## src/design/ami_pkg.sv

```systemverilog
// ----------------------------------------------------------------------------
// ami_pkg
// Shared types, command codes and constant tables for the affine matrix
// inverse block.
// ----------------------------------------------------------------------------
package ami_pkg;

   localparam int unsigned DATA_W = 32;
   localparam int unsigned OPND_W = 33;
   localparam int unsigned PROD_W = 66;
   localparam int unsigned COF_W  = 65;
   localparam int unsigned DET_W  = 97;
   localparam int unsigned MAG_W  = 96;

   typedef enum logic [3:0] {
      OP_NONE,
      OP_WRITE,
      OP_LDA_M,
      OP_LDB_M,
      OP_LDA_COF,
      OP_LDA_RES,
      OP_MUL,
      OP_ACC_COF,
      OP_ACC_DET,
      OP_ACC_TRN,
      OP_TRN_STORE,
      OP_DIV_START,
      OP_DIV_STORE,
      OP_EMIT
   } op_type;

   typedef struct packed {
      op_type     op;
      logic [3:0] maddr;
      logic [3:0] cidx;
      logic [3:0] ridx;
      logic       neg;
      logic       first;
      logic       hi;
   } cmd_type;

   typedef struct packed {
      logic singular;
      logic div_busy;
      logic out_free;
   } sts_type;

   // Store addresses of the cofactor a*b - c*d; part selects (a,b) or (c,d).
   function automatic logic [3:0] cof_addr(input logic [3:0] k, input logic part,
                                           input logic second);
      logic [15:0] q;
      logic [7:0]  pair;
      begin
         case (k)
            4'd0:    q = {4'd5, 4'd10, 4'd6, 4'd9};
            4'd1:    q = {4'd9, 4'd2, 4'd10, 4'd1};
            4'd2:    q = {4'd1, 4'd6, 4'd2, 4'd5};
            4'd3:    q = {4'd6, 4'd8, 4'd4, 4'd10};
            4'd4:    q = {4'd10, 4'd0, 4'd8, 4'd2};
            4'd5:    q = {4'd2, 4'd4, 4'd0, 4'd6};
            4'd6:    q = {4'd4, 4'd9, 4'd5, 4'd8};
            4'd7:    q = {4'd8, 4'd1, 4'd9, 4'd0};
            4'd8:    q = {4'd0, 4'd5, 4'd1, 4'd4};
            default: q = '0;
         endcase
         pair = part ? q[7:0] : q[15:8];
         return second ? pair[3:0] : pair[7:4];
      end
   endfunction

   // Row-major position of the k-th element of the 3x3 block.
   function automatic logic [3:0] blk_pos(input logic [3:0] k);
      begin
         case (k)
            4'd0:    return 4'd0;
            4'd1:    return 4'd1;
            4'd2:    return 4'd2;
            4'd3:    return 4'd4;
            4'd4:    return 4'd5;
            4'd5:    return 4'd6;
            4'd6:    return 4'd8;
            4'd7:    return 4'd9;
            4'd8:    return 4'd10;
            default: return 4'd0;
         endcase
      end
   endfunction

   // Signs a magnitude and clamps it to 32 bits; the top bit flags a clamp.
   function automatic logic [32:0] sat32(input logic over, input logic [31:0] mag,
                                         input logic neg);
      logic clamp;
      begin
         if (neg) begin
            clamp = over | (mag[31] & (|mag[30:0]));
         end else begin
            clamp = over | mag[31];
         end
         if (clamp) begin
            return {1'b1, (neg ? 32'h8000_0000 : 32'h7FFF_FFFF)};
         end
         return {1'b0, (neg ? (~mag + 32'd1) : mag)};
      end
   endfunction

endpackage

```

## src/design/ami_ctrl.sv

```systemverilog
// ----------------------------------------------------------------------------
// ami_ctrl
// Sequencer that loads the matrix and steps the datapath through cofactors,
// determinant, divisions, translation and the output beats.
// ----------------------------------------------------------------------------
module ami_ctrl (
   input  logic             clock,
   input  logic             reset,
   input  logic             req_valid,
   output logic             req_ready,
   input  ami_pkg::sts_type sts,
   output ami_pkg::cmd_type cmd
);

   typedef enum logic [7:0] {
      ST_LOAD = 8'b0000_0001,
      ST_COF  = 8'b0000_0010,
      ST_DET  = 8'b0000_0100,
      ST_CHK  = 8'b0000_1000,
      ST_DIV  = 8'b0001_0000,
      ST_TRN  = 8'b0010_0000,
      ST_TST  = 8'b0100_0000,
      ST_EMIT = 8'b1000_0000
   } state_type;

   state_type  state_ff, state_in;
   logic [3:0] cnt_ff, cnt_in;
   logic [4:0] idx_ff, idx_in;
   logic [1:0] stp_ff, stp_in;
   logic [1:0] sub_ff, sub_in;

   always_comb begin
      state_in  = state_ff;
      cnt_in    = cnt_ff;
      idx_in    = idx_ff;
      stp_in    = stp_ff + 2'd1;
      sub_in    = sub_ff;
      req_ready = 1'b0;
      cmd       = '0;
      cmd.op    = ami_pkg::OP_NONE;
      unique case (state_ff)
         ST_LOAD: begin
            req_ready = 1'b1;
            stp_in    = '0;
            if (req_valid) begin
               cmd.op    = ami_pkg::OP_WRITE;
               cmd.maddr = cnt_ff;
               cnt_in    = cnt_ff + 4'd1;
               if (cnt_ff == 4'd15) begin
                  state_in = ST_COF;
                  idx_in   = '0;
               end
            end
         end
         ST_COF: begin
            cmd.cidx = idx_ff[4:1];
            case (stp_ff)
               2'd0: begin
                  cmd.op    = ami_pkg::OP_LDA_M;
                  cmd.maddr = ami_pkg::cof_addr(idx_ff[4:1], idx_ff[0], 1'b0);
               end
               2'd1: begin
                  cmd.op    = ami_pkg::OP_LDB_M;
                  cmd.maddr = ami_pkg::cof_addr(idx_ff[4:1], idx_ff[0], 1'b1);
               end
               2'd2: cmd.op = ami_pkg::OP_MUL;
               default: begin
                  cmd.op    = ami_pkg::OP_ACC_COF;
                  cmd.first = !idx_ff[0];
                  cmd.neg   = idx_ff[0];
                  idx_in    = idx_ff + 5'd1;
                  if (idx_ff == 5'd17) begin
                     state_in = ST_DET;
                     idx_in   = '0;
                  end
               end
            endcase
         end
         ST_DET: begin
            cmd.cidx = {2'b00, idx_ff[2:1]};
            cmd.hi   = idx_ff[0];
            case (stp_ff)
               2'd0: cmd.op = ami_pkg::OP_LDA_COF;
               2'd1: begin
                  cmd.op    = ami_pkg::OP_LDB_M;
                  cmd.maddr = {idx_ff[2:1], 2'b00};
               end
               2'd2: cmd.op = ami_pkg::OP_MUL;
               default: begin
                  cmd.op    = ami_pkg::OP_ACC_DET;
                  cmd.first = (idx_ff == 5'd0);
                  idx_in    = idx_ff + 5'd1;
                  if (idx_ff == 5'd5) begin
                     state_in = ST_CHK;
                     idx_in   = '0;
                  end
               end
            endcase
         end
         ST_CHK: begin
            stp_in = '0;
            idx_in = '0;
            state_in = sts.singular ? ST_EMIT : ST_DIV;
         end
         ST_DIV: begin
            cmd.cidx = idx_ff[3:0];
            cmd.ridx = ami_pkg::blk_pos(idx_ff[3:0]);
            case (stp_ff)
               2'd0: begin
                  cmd.op = ami_pkg::OP_DIV_START;
                  stp_in = 2'd1;
               end
               2'd1: stp_in = sts.div_busy ? 2'd1 : 2'd2;
               default: begin
                  cmd.op = ami_pkg::OP_DIV_STORE;
                  stp_in = '0;
                  idx_in = idx_ff + 5'd1;
                  if (idx_ff == 5'd8) begin
                     state_in = ST_TRN;
                     idx_in   = '0;
                     sub_in   = '0;
                  end
               end
            endcase
         end
         ST_TRN: begin
            case (stp_ff)
               2'd0: begin
                  cmd.op   = ami_pkg::OP_LDA_RES;
                  cmd.ridx = {idx_ff[1:0], sub_ff};
               end
               2'd1: begin
                  cmd.op    = ami_pkg::OP_LDB_M;
                  cmd.maddr = {sub_ff, 2'b11};
                  cmd.neg   = 1'b1;
               end
               2'd2: cmd.op = ami_pkg::OP_MUL;
               default: begin
                  cmd.op    = ami_pkg::OP_ACC_TRN;
                  cmd.first = (sub_ff == 2'd0);
                  sub_in    = sub_ff + 2'd1;
                  if (sub_ff == 2'd2) begin
                     state_in = ST_TST;
                  end
               end
            endcase
         end
         ST_TST: begin
            cmd.op   = ami_pkg::OP_TRN_STORE;
            cmd.ridx = {idx_ff[1:0], 2'b11};
            stp_in   = '0;
            sub_in   = '0;
            idx_in   = idx_ff + 5'd1;
            state_in = ST_TRN;
            if (idx_ff == 5'd2) begin
               state_in = ST_EMIT;
               idx_in   = '0;
            end
         end
         ST_EMIT: begin
            cmd.maddr = idx_ff[3:0];
            cmd.ridx  = idx_ff[3:0];
            stp_in    = '0;
            if (sts.out_free) begin
               cmd.op = ami_pkg::OP_EMIT;
               idx_in = idx_ff + 5'd1;
               if (idx_ff == 5'd15) begin
                  state_in = ST_LOAD;
                  idx_in   = '0;
               end
            end
         end
         default: state_in = ST_LOAD;
      endcase
   end

   always_ff @(posedge clock) begin
      if (reset) begin
         state_ff <= ST_LOAD;
         cnt_ff   <= '0;
         idx_ff   <= '0;
         stp_ff   <= '0;
         sub_ff   <= '0;
      end else begin
         state_ff <= state_in;
         cnt_ff   <= cnt_in;
         idx_ff   <= idx_in;
         stp_ff   <= stp_in;
         sub_ff   <= sub_in;
      end
   end

endmodule

```

## config.mk

```make
export PLATFORM = sky130hd
export DESIGN_NAME = ami_ctrl
export DESIGN_NICKNAME = d
export VERILOG_FILES = /design/src/design/ami_pkg.sv /design/src/design/ami_ctrl.sv
export SDC_FILE = /design/constraint.sdc
export NUM_CORES = 1
export LEC_CHECK = 0
export ABC_AREA = 1
export BUFFER_PORTS_ARGS = -buffer_cell sky130_fd_sc_hd__buf_2
export CAP_MARGIN = 5
export CORE_ASPECT_RATIO = 0.5
export CORE_MARGIN = 5
export CORE_UTILIZATION = 65
export CTS_CLUSTER_SIZE = 16
export DETAILED_ROUTE_END_ITERATION = 10
export PLACE_DENSITY = 0.86
export SYNTH_ARGS = -nofsm -noshare
export SYNTH_HDL_FRONTEND = slang
export SYNTH_SLANG_ARGS = --single-unit
export TNS_END_PERCENT = 30
```

## constraint.sdc

```tcl
create_clock -name clock -period 5.3 [get_ports clock]
set_clock_uncertainty 0.2 [all_clocks]
set_input_delay 0.53 -clock clock [delete_from_list [all_inputs] [get_ports clock]]
set_output_delay 0.53 -clock clock [all_outputs]
set_load 0.01 [all_outputs]
```

==> impl_metrics.yaml, run 1 <==
detailed_routing:
  avgRoutedWirePerCell_um: 16.59
  drc: 1
  overall_via_count_from_detail_route: 3191
  wl_mm: 8.778
  dr.first_iter.drc_count: 353
  first_pass_iters: 8
  drtAntennaViolNets: 0
  drt-vias-per-instance: 6.032
clocking:
  htree_num_levels: 2
  cts.sink_count: 31
  clkLatencyLatePin_ps: 290
  tritoncts: "built"
  cts_root_buffer: "clkbuf_8"
  post_cts.repair.setup_buffers: 0
  ctsResizeCount: 0
  hold_buffers: 0
  numCtsBuffers: 5
  clkSlewWorstSetupHoldPaths_ps: 70
  cts-root-to-sink-buffers: 2
global_routing:
  grt_pass1_vias: 3118
  overflow_left_after_global_routing: 0
  grt_first_pass_wirelength_mm: 14.51
  grt_start_max_net_pins: 21
  grt_antenna_before_repair: 0
  grtUsageTotal: 0.3196
yosys:
  ys_async_sr_fraction: 0
  synthesis_warning_total: 0
  mappedNetlistArea_um2: 2790
  yosys.area.top_type: "dfxtp_1"
  synth-seq-area-share: 0.2224
  synth_edf_count: 0
  synth_area_leaders: "dfxtp_1 (22%), nand2_1 (13%), nor2_1 (9.1%)"
  synthesized_netlist_net_count: 473
  synth_largest_type_area_fraction: 0.2224
  synth.ff_latch_count: 31
  post_synth.cell_area_avg_um2: 6.159
  synthDistinctLibCells: 40
  syn-instance-count: 453
  ys.flop_type: "dfxtp_1"
timing:
  final_max_slew_viol_count: 0
  rsz0062_at_grt: "false"
  period_share: 0.5814
  fmax_mhz: 324.5
  max-slew-margin-rel: 0.3904
  hold_violations: 0
  worstMarginPinSlew_ps: 913.3
  finalCriticalPeriod_ps: 3082
  report.final.setup_viol: 0
  fin_tns_setup_ps: 0
floorplan:
  rows: 16
  pin_count: 26
  fp.dieW_um: 102.7
  initial_utilization: 0.6934
  die_height_um: 56.33
  die-area_um2: 5783
  core_um2: 4024
setup_path:
  timing.critical_path.from_type: "register"
  critPathTopFamily: "simple AND/OR/NAND/NOR gates"
  critical_path_end_type: "primary output"
  buffering_stage_count_on_the_worst_path_with_inverters_included: 4
  data_required_time_of_the_worst_path_ps: 4570
  timing.setup.critical_path_class: "reg -> out"
  crit_path_max_incr_delay_ps: 420
  rrSetupSlack_ps: 2630
  count_of_cell_instances_traversed_by_the_critical_path: 10
  cp-startpoint: "state_ff[2]"
  cp_cell_sequence: "nor2_2 > nand2_4 > inv_2 > nand4_1 > inv_1 > nor2_1 > inv_1 > o211ai_1 > o2111ai_1 > buf_2"
  rr_worst_depth: 14
  critical_path.max_fanout: 9
  timing.critical_path.arrival_ps: 2350
  cp-endpoint: "cmd[17]"
  timing.rr.start: "state_ff[2]"
  worst_path_most_repeated_cell: "inv_1"
  crit_slowest_cell: "nand4_1"
placed_design:
  gpl.final_weighted_congestion: 0.9831
  placedInstanceArea_um2: 2932
  dp.final_hpwl_mm: 6.694
  numPortBuffers: 25
min_path:
  hold_start: "sts[1]"
  min_path_type: "in -> reg"
final_layout:
  layout.cells.most_common_list: "nand2_1 (99), nor2_1 (68), inv_1 (59), nand3_1 (44), dfxtp_1 (31)"
  antenna_cells: 0
  layout-drive-gt1-share: 0.1789
  layout_commonest_cell: "nand2_1"
  postLayoutCoreUtil: 0.7503
  final_area_um2: 3019
  flow.area_growth_from_synthesis_pct: 8.206
  final_net_count: 495
power:
  vdd_ir_drop_max_mv: 0.2514
  total_power_w: 0.001244
  static-leakage-power_nw: 1.537
  p_per_area_nw_per_um2: 412.1
run_status:
  result_of_the_run: "complete, but fails checks"
  failed_checks: "design-rule violations"
run:
  maxCapViolations: 0
-- synthesized netlist by cell type (2+ instances only) --
cell type	number
dfxtp_1	31
nand3_2	3
inv_4	2
a21oi_1	17
o22ai_1	5
inv_2	6
nand2_4	9
and3_1	2
buf_2	2
nand3_1	44
o311ai_0	2
clkbuf_1	6
nor3_1	4
o21ai_0	25
nand2_2	11
ha_1	14
o211ai_1	2
nor2_2	9
nor2_4	7
nor2_1	68
nand2_1	99
inv_1	59
nand4_1	9
-- stage by stage --
| stage | instances | worst slack, ps | hold slack, ps |
|---|---|---|---|
| finish | 529 | 2218 | 319.7 |
| global route | 529 | 2139 | 344.3 |
| CTS | 529 | 2312 | 320.2 |
| detailed placement | 522 | 2666 | 300.9 |
| global placement | 522 | 2698 | 274.5 |
| floorplan | 453 | 2996 | 259.7 |
-- area by class of cell --
cell class,count,area [µm²]
multi-input cells,344,1857
fillers,326,1005
flip-flops and latches,31,620.6
inverters,68,261.5
repair buffers,25,125.1
clock buffers,6,82.58
well taps,54,67.56
clock inverters,1,5.005
-- power breakdown --
part / switching, W / internal (W)
registers: 0.0000500 / 0.000282
logic: 0.000503 / 0.000218
clock network: 0.0000899 / 0.000102
total: 0.000642 / 0.000602
-- worst register-to-register path: stages, from the launching register on --
cell     delay [ps]
dfxtp_1         360
nor2_2          200
nand2_4         110
nor2_4          380
inv_2           230
nand3_1         190
inv_1            90
nand2_4          90
nand2_4         100
nand2_1         120
nand3_2         140
nand2_1         150
inv_1            50
nand2_1          60
nand3_1          80
-- metal layers --
layer  routed length (µm)  track usage
met5                    0            0
met4                  239       0.1290
met2                 3817       0.4881
met3                 1036      0.08405
met1                 3685       0.4264
-- logic make-up after synthesis --
| family | after synthesis | share of synthesized area |
|---|---|---|
| flops | 31 | 0.2224 |
| buf+inv | 78 | 0.1121 |
| simple gates | 269 | 0.4740 |
| compound gates | 61 | 0.1287 |
| fa+ha+maj | 14 | 0.06278 |
-- how the worst min path moves through the flow --
| stage | end | slack, ps | cells after the start |
|---|---|---|---|
| 2_1_floorplan | cnt_ff[2] | 260 | 2 |
| 3_3_place_gp | cnt_ff[2] | 270 | 2 |
| 3_5_place_dp | cnt_ff[2] | 300 | 2 |
| 4_1_cts | stp_ff[1] | 320 | 4 |
| 5_1_grt | stp_ff[1] | 340 | 4 |
| 6_report | stp_ff[1] | 320 | 4 |
(Power assumes the default switching activity.)
==> inputs of run 2 (changes only) <==
--- a/config.mk
+++ b/config.mk
@@ -10,10 +10,10 @@
 export CAP_MARGIN = 5
 export CORE_ASPECT_RATIO = 0.5
 export CORE_MARGIN = 5
-export CORE_UTILIZATION = 65
+export CORE_UTILIZATION = 60
 export CTS_CLUSTER_SIZE = 16
 export DETAILED_ROUTE_END_ITERATION = 10
-export PLACE_DENSITY = 0.86
+export PLACE_DENSITY = 0.8
 export SYNTH_ARGS = -nofsm -noshare
 export SYNTH_HDL_FRONTEND = slang
 export SYNTH_SLANG_ARGS = --single-unit
==> constraint.sdc (replaced) <==
create_clock -name clock -period 3.2 [get_ports clock]
set_clock_uncertainty 0.2 [all_clocks]
set_input_delay 0.32 -clock clock [delete_from_list [all_inputs] [get_ports clock]]
set_output_delay 0.32 -clock clock [all_outputs]
set_load 0.01 [all_outputs]
==> run 2 against run 1 <==
The run now ends clean. Design area is 0.12% higher. Sequential share of layout area hardly changed. Clock power is 62% higher. Count of clock-buffer cells in the layout stayed put. Utilization is 7.0 points lower. Flip-flop and latch count stayed put. Critical path depth is 2 lower. Largest cell class unchanged. First-iteration DRC count is 16% higher. Total power is 64% higher. Non-clock buffer count stayed put.
==> impl_metrics.yaml, run 2 (same netlist as run 1, synthesis figures left out) <==
run_status:
  result_of_the_run: "finished clean"
clocking:
  tritoncts: "built"
  hold_buffers: 0
  ctsResizeCount: 0
  clkLatencyLatePin_ps: 280
  htree_num_levels: 2
  cts-root-to-sink-buffers: 2
  numCtsBuffers: 5
  clkSlewWorstSetupHoldPaths_ps: 70
  cts.sink_count: 31
  post_cts.repair.setup_buffers: 0
  cts_root_buffer: "clkbuf_8"
floorplan:
  fp.dieW_um: 106.4
  core_um2: 4446
  rows: 17
  die_height_um: 58.22
  pin_count: 26
  die-area_um2: 6197
  initial_utilization: 0.6276
final_layout:
  flow.area_growth_from_synthesis_pct: 8.341
  layout-drive-gt1-share: 0.1789
  multiInputGateArea_um2: 1857
  layout_commonest_cell: "nand2_1"
  layout.cells.most_common_list: "nand2_1 (99), nor2_1 (68), inv_1 (59), nand3_1 (44), dfxtp_1 (31)"
  area.sequential_um2: 620.6
  final_net_count: 495
  filler_cells_inserted: 417
  antenna_cells: 0
detailed_routing:
  drt-vias-per-instance: 5.786
  drc: 0
  wl_mm: 8.496
  first_pass_iters: 5
  avgRoutedWirePerCell_um: 15.97
  dr.first_iter.drc_count: 409
  overall_via_count_from_detail_route: 3078
  drtAntennaViolNets: 0
global_routing:
  grt_antenna_before_repair: 0
  overflow_left_after_global_routing: 0
  grt_pass1_vias: 2854
  grt_start_max_net_pins: 21
  grtUsageTotal: 0.2868
  grt_first_pass_wirelength_mm: 14.10
timing:
  hold_ws_ps: 117.7
  worstMarginPinSlew_ps: 899.6
  finalWorstSetupSlack_ps: 490.7
  finalCriticalPeriod_ps: 2709
  fmax_mhz: 369.1
  report.final.setup_viol: 0
  period_share: 0.8467
  rsz0062_at_grt: "false"
  final_max_slew_viol_count: 0
  max-slew-margin-rel: 0.3996
  fin_tns_setup_ps: 0
  hold_violations: 0
setup_path:
  critical_path.max_fanout: 9
  critical_path_end_type: "primary output"
  timing.critical_path.arrival_ps: 2190
  data_required_time_of_the_worst_path_ps: 2680
  timing.setup.critical_path_class: "reg -> out"
  timing.critical_path.from_type: "register"
power:
  total_power_w: 0.002041
  p_per_area_nw_per_um2: 675.3
  vdd_ir_drop_max_mv: 0.4071
  static-leakage-power_nw: 1.537
placed_design:
  dp.final_hpwl_mm: 6.534
  numPortBuffers: 25
  gpl.final_weighted_congestion: 1.028
  detailedPlace.worstSlack_ps: 593.3
run:
  maxCapViolations: 0
min_path:
  min_path_type: "in -> reg"
## run 2: cell counts in the layout (fill, tap and decap cells not counted)
Identical to the previous run, type by type.
## run 2: critical path, stage by stage (launching register included)
cell	delay, ps
dfxtp_1	350
nor2_2	190
nand2_4	100
inv_2	100
nand4_1	350
nor2_1	380
inv_1	90
o211ai_1	190
buf_2	160
## run 2: routing by layer
metal | vias to the layer above | global-route usage | part of all wire
li1 | 1495 | - | -
met1 | 1382 | 0.4032 | 0.45
met2 | 182 | 0.4338 | 0.42
met3 | 19 | 0.07341 | 0.11
met4 | 0 | 0.08561 | 0.017
met5 | - | 0 | 0
## run 2: final timing paths
path                                   from           to  slack (ps)  cells after the start
worst max-delay path            state_ff[2]      cmd[14]         490                      8
worst min-delay path                 sts[2]  state_ff[4]         120                      4
worst max register to register    idx_ff[0]     register         530                     14
worst min register to register    cnt_ff[1]    cnt_ff[1]         310                      2
## run 2: area by class of cell
cell class | instances | share of cell area
clock inverters | 1 | 0.001656
clock buffers | 6 | 0.02732
inverters | 68 | 0.08651
multi-input cells | 344 | 0.6142
well taps | 57 | 0.02359
flip-flops and latches | 31 | 0.2053
repair buffers | 25 | 0.04139
## run 2: through the flow
stage | instances | utilization | instance area (µm²)
floorplan | 453 | - | 2790
global placement | 525 | 0.6603 | 2935
detailed placement | 525 | 0.6603 | 2935
CTS | 532 | 0.6800 | 3023
global route | 532 | 0.6800 | 3023
finish | 532 | 0.6800 | 3023
## run 2: power breakdown
group	total [W]	leakage [nW]	switching, W	internal [W]
registers	0.000547	0.253	0.0000795	0.000467
logic	0.00118	1.24	0.000820	0.000362
clock network	0.000312	0.0470	0.000144	0.000168
total	0.00204	1.54	0.00104	0.000998
==> inputs of run 3 (changes only) <==
==> constraint.sdc (replaced) <==
create_clock -name clock -period 2.85 [get_ports clock]
set_clock_uncertainty 0.2 [all_clocks]
set_input_delay 0.285 -clock clock [delete_from_list [all_inputs] [get_ports clock]]
set_output_delay 0.285 -clock clock [all_outputs]
set_load 0.01 [all_outputs]
==> run 3 against run 2 <==
Die area unchanged. Flip-flop and latch count unchanged. Count of clock-buffer cells in the layout increased by 1. Non-clock buffer count increased by 5. Clock power increased by 6%. Highest routed layer unchanged.
==> impl_metrics.yaml, run 3 (same netlist as run 1, synthesis figures left out) <==
setup_path:
  count_of_cell_instances_traversed_by_the_critical_path: 10
  cp_cell_sequence: "nor2_2 > nand2_4 > inv_2 > nand4_1 > inv_1 > nor2_1 > inv_1 > o211ai_1 > o2111ai_1 > buf_2"
  timing.setup.critical_path_class: "reg -> out"
  timing.critical_path.from_type: "register"
  data_required_time_of_the_worst_path_ps: 2370
  rrSetupSlack_ps: 150
  timing.critical_path.arrival_ps: 2230
  crit_path_max_incr_delay_ps: 370
  buffering_stage_count_on_the_worst_path_with_inverters_included: 4
  critical_path.max_fanout: 9
  critPathTopFamily: "simple AND/OR/NAND/NOR gates"
  rr_worst_depth: 14
  worst_path_most_repeated_cell: "inv_1"
  critical_path_end_type: "primary output"
  crit_slowest_cell: "nand4_1"
global_routing:
  grt_first_pass_wirelength_mm: 13.76
  grtUsageTotal: 0.2819
  grt_antenna_before_repair: 0
  grt_pass1_vias: 2865
  grt_start_max_net_pins: 14
  overflow_left_after_global_routing: 0
placed_design:
  dp.final_hpwl_mm: 6.615
  numPortBuffers: 25
  gpl.final_weighted_congestion: 1.035
final_layout:
  layout-drive-gt1-share: 0.1871
  layout.cells.most_common_list: "nand2_1 (99), nor2_1 (67), inv_1 (59), nand3_1 (44), dfxtp_1 (31)"
  flow.area_growth_from_synthesis_pct: 9.552
  filler_cells_inserted: 427
  layout_commonest_cell: "nand2_1"
  final_net_count: 500
  antenna_cells: 0
  postLayoutCoreUtil: 0.6876
detailed_routing:
  drt-vias-per-instance: 5.838
  drc: 0
  dr.first_iter.drc_count: 435
  overall_via_count_from_detail_route: 3141
  wl_mm: 8.377
  drtAntennaViolNets: 0
  first_pass_iters: 5
  avgRoutedWirePerCell_um: 15.57
power:
  vdd_ir_drop_max_mv: 0.3705
  static-leakage-power_nw: 1.556
  p_per_area_nw_per_um2: 748.7
timing:
  worstMarginPinSlew_ps: 537.3
  fin_tns_setup_ps: 0
  hold_violations: 0
  rsz0062_at_grt: "false"
  final_max_slew_viol_count: 0
  fmax_mhz: 368.6
  period_share: 0.9520
  report.final.setup_viol: 0
  finalCriticalPeriod_ps: 2713
  max-slew-margin-rel: 0.6414
clocking:
  numCtsBuffers: 5
  post_cts.repair.setup_buffers: 0
  cts.sink_count: 31
  clkSlewWorstSetupHoldPaths_ps: 70
  tritoncts: "built"
  htree_num_levels: 2
  cts_root_buffer: "clkbuf_8"
  hold_buffers: 0
  clkLatencyLatePin_ps: 280
  cts-root-to-sink-buffers: 2
floorplan:
  initial_utilization: 0.6276
  rows: 17
  pin_count: 26
  fp.dieW_um: 106.4
  core_um2: 4446
  die-area_um2: 6197
  die_height_um: 58.22
run:
  maxCapViolations: 0
min_path:
  min_path_type: "in -> reg"
  worstHoldPathCells: 4
run_status:
  result_of_the_run: "finished clean"
==> run 3: cell count changes in the layout (fill, tap and decap cells not counted), sizes merged <==
cell	before	now
clkbuf	6	7
buf	25	30
==> run 3: worst paths after layout <==
path                             startpoint        end
worst min-delay path                 sts[1]  stp_ff[1]
worst max-delay path            state_ff[2]    cmd[17]
worst min register to register    cnt_ff[2]  cnt_ff[2]
worst max register to register    idx_ff[0]   register
==> run 3: worst reg2reg max path: cells and delay by family (launching register included) <==
kind,cells,cell delay (ps)
compound gates,1,180
fa+ha+maj,1,180
buf+inv,2,460
flops,1,400
simple gates,10,1160
==> run 3: final cells by class <==
cell class | count | area, µm² | area share
clock inverters | 1 | 5.005 | 0.001637
flip-flops and latches | 31 | 620.6 | 0.2030
inverters | 68 | 261.5 | 0.08555
clock buffers | 7 | 76.32 | 0.02497
well taps | 57 | 71.32 | 0.02333
repair buffers | 30 | 162.7 | 0.05321
multi-input cells | 344 | 1859 | 0.6083
==> run 3: stage by stage <==
stage	cells	hold WS [ps]	cell area [µm²]	total power, W	worst slack [ps]
final	538	80.77	3057	0.002289	136.9
after global routing	538	110.7	3057	0.002482	4.726
after CTS	538	67.09	3054	0.002260	188.2
after detailed placement	530	287.6	2973	0.001924	247.1
after global placement	530	271.8	2973	0.001910	222.8
after floorplan	453	255.1	2790	0.001614	545.8
==> run 3: timing repair <==
item,in CTS,in global routing
hold endpoints to repair,0,0
endpoints found under the setup margin,0,2
resized for setup,0,1
==> run 3: power breakdown <==
part	internal [W]	switching [W]	total (W)
logic	0.000415	0.000928	0.00134
registers	0.000524	0.0000895	0.000614
clock network	0.000171	0.000160	0.000331
==> run 3: layer usage <==
metal  GRT usage  vias up  wire length (µm)
met4     0.08015        0               210
met1      0.3979     1402              3703
met3     0.06340       29               970
li1            -     1515                 -
met5           0        -                 0
met2      0.4338      195              3493
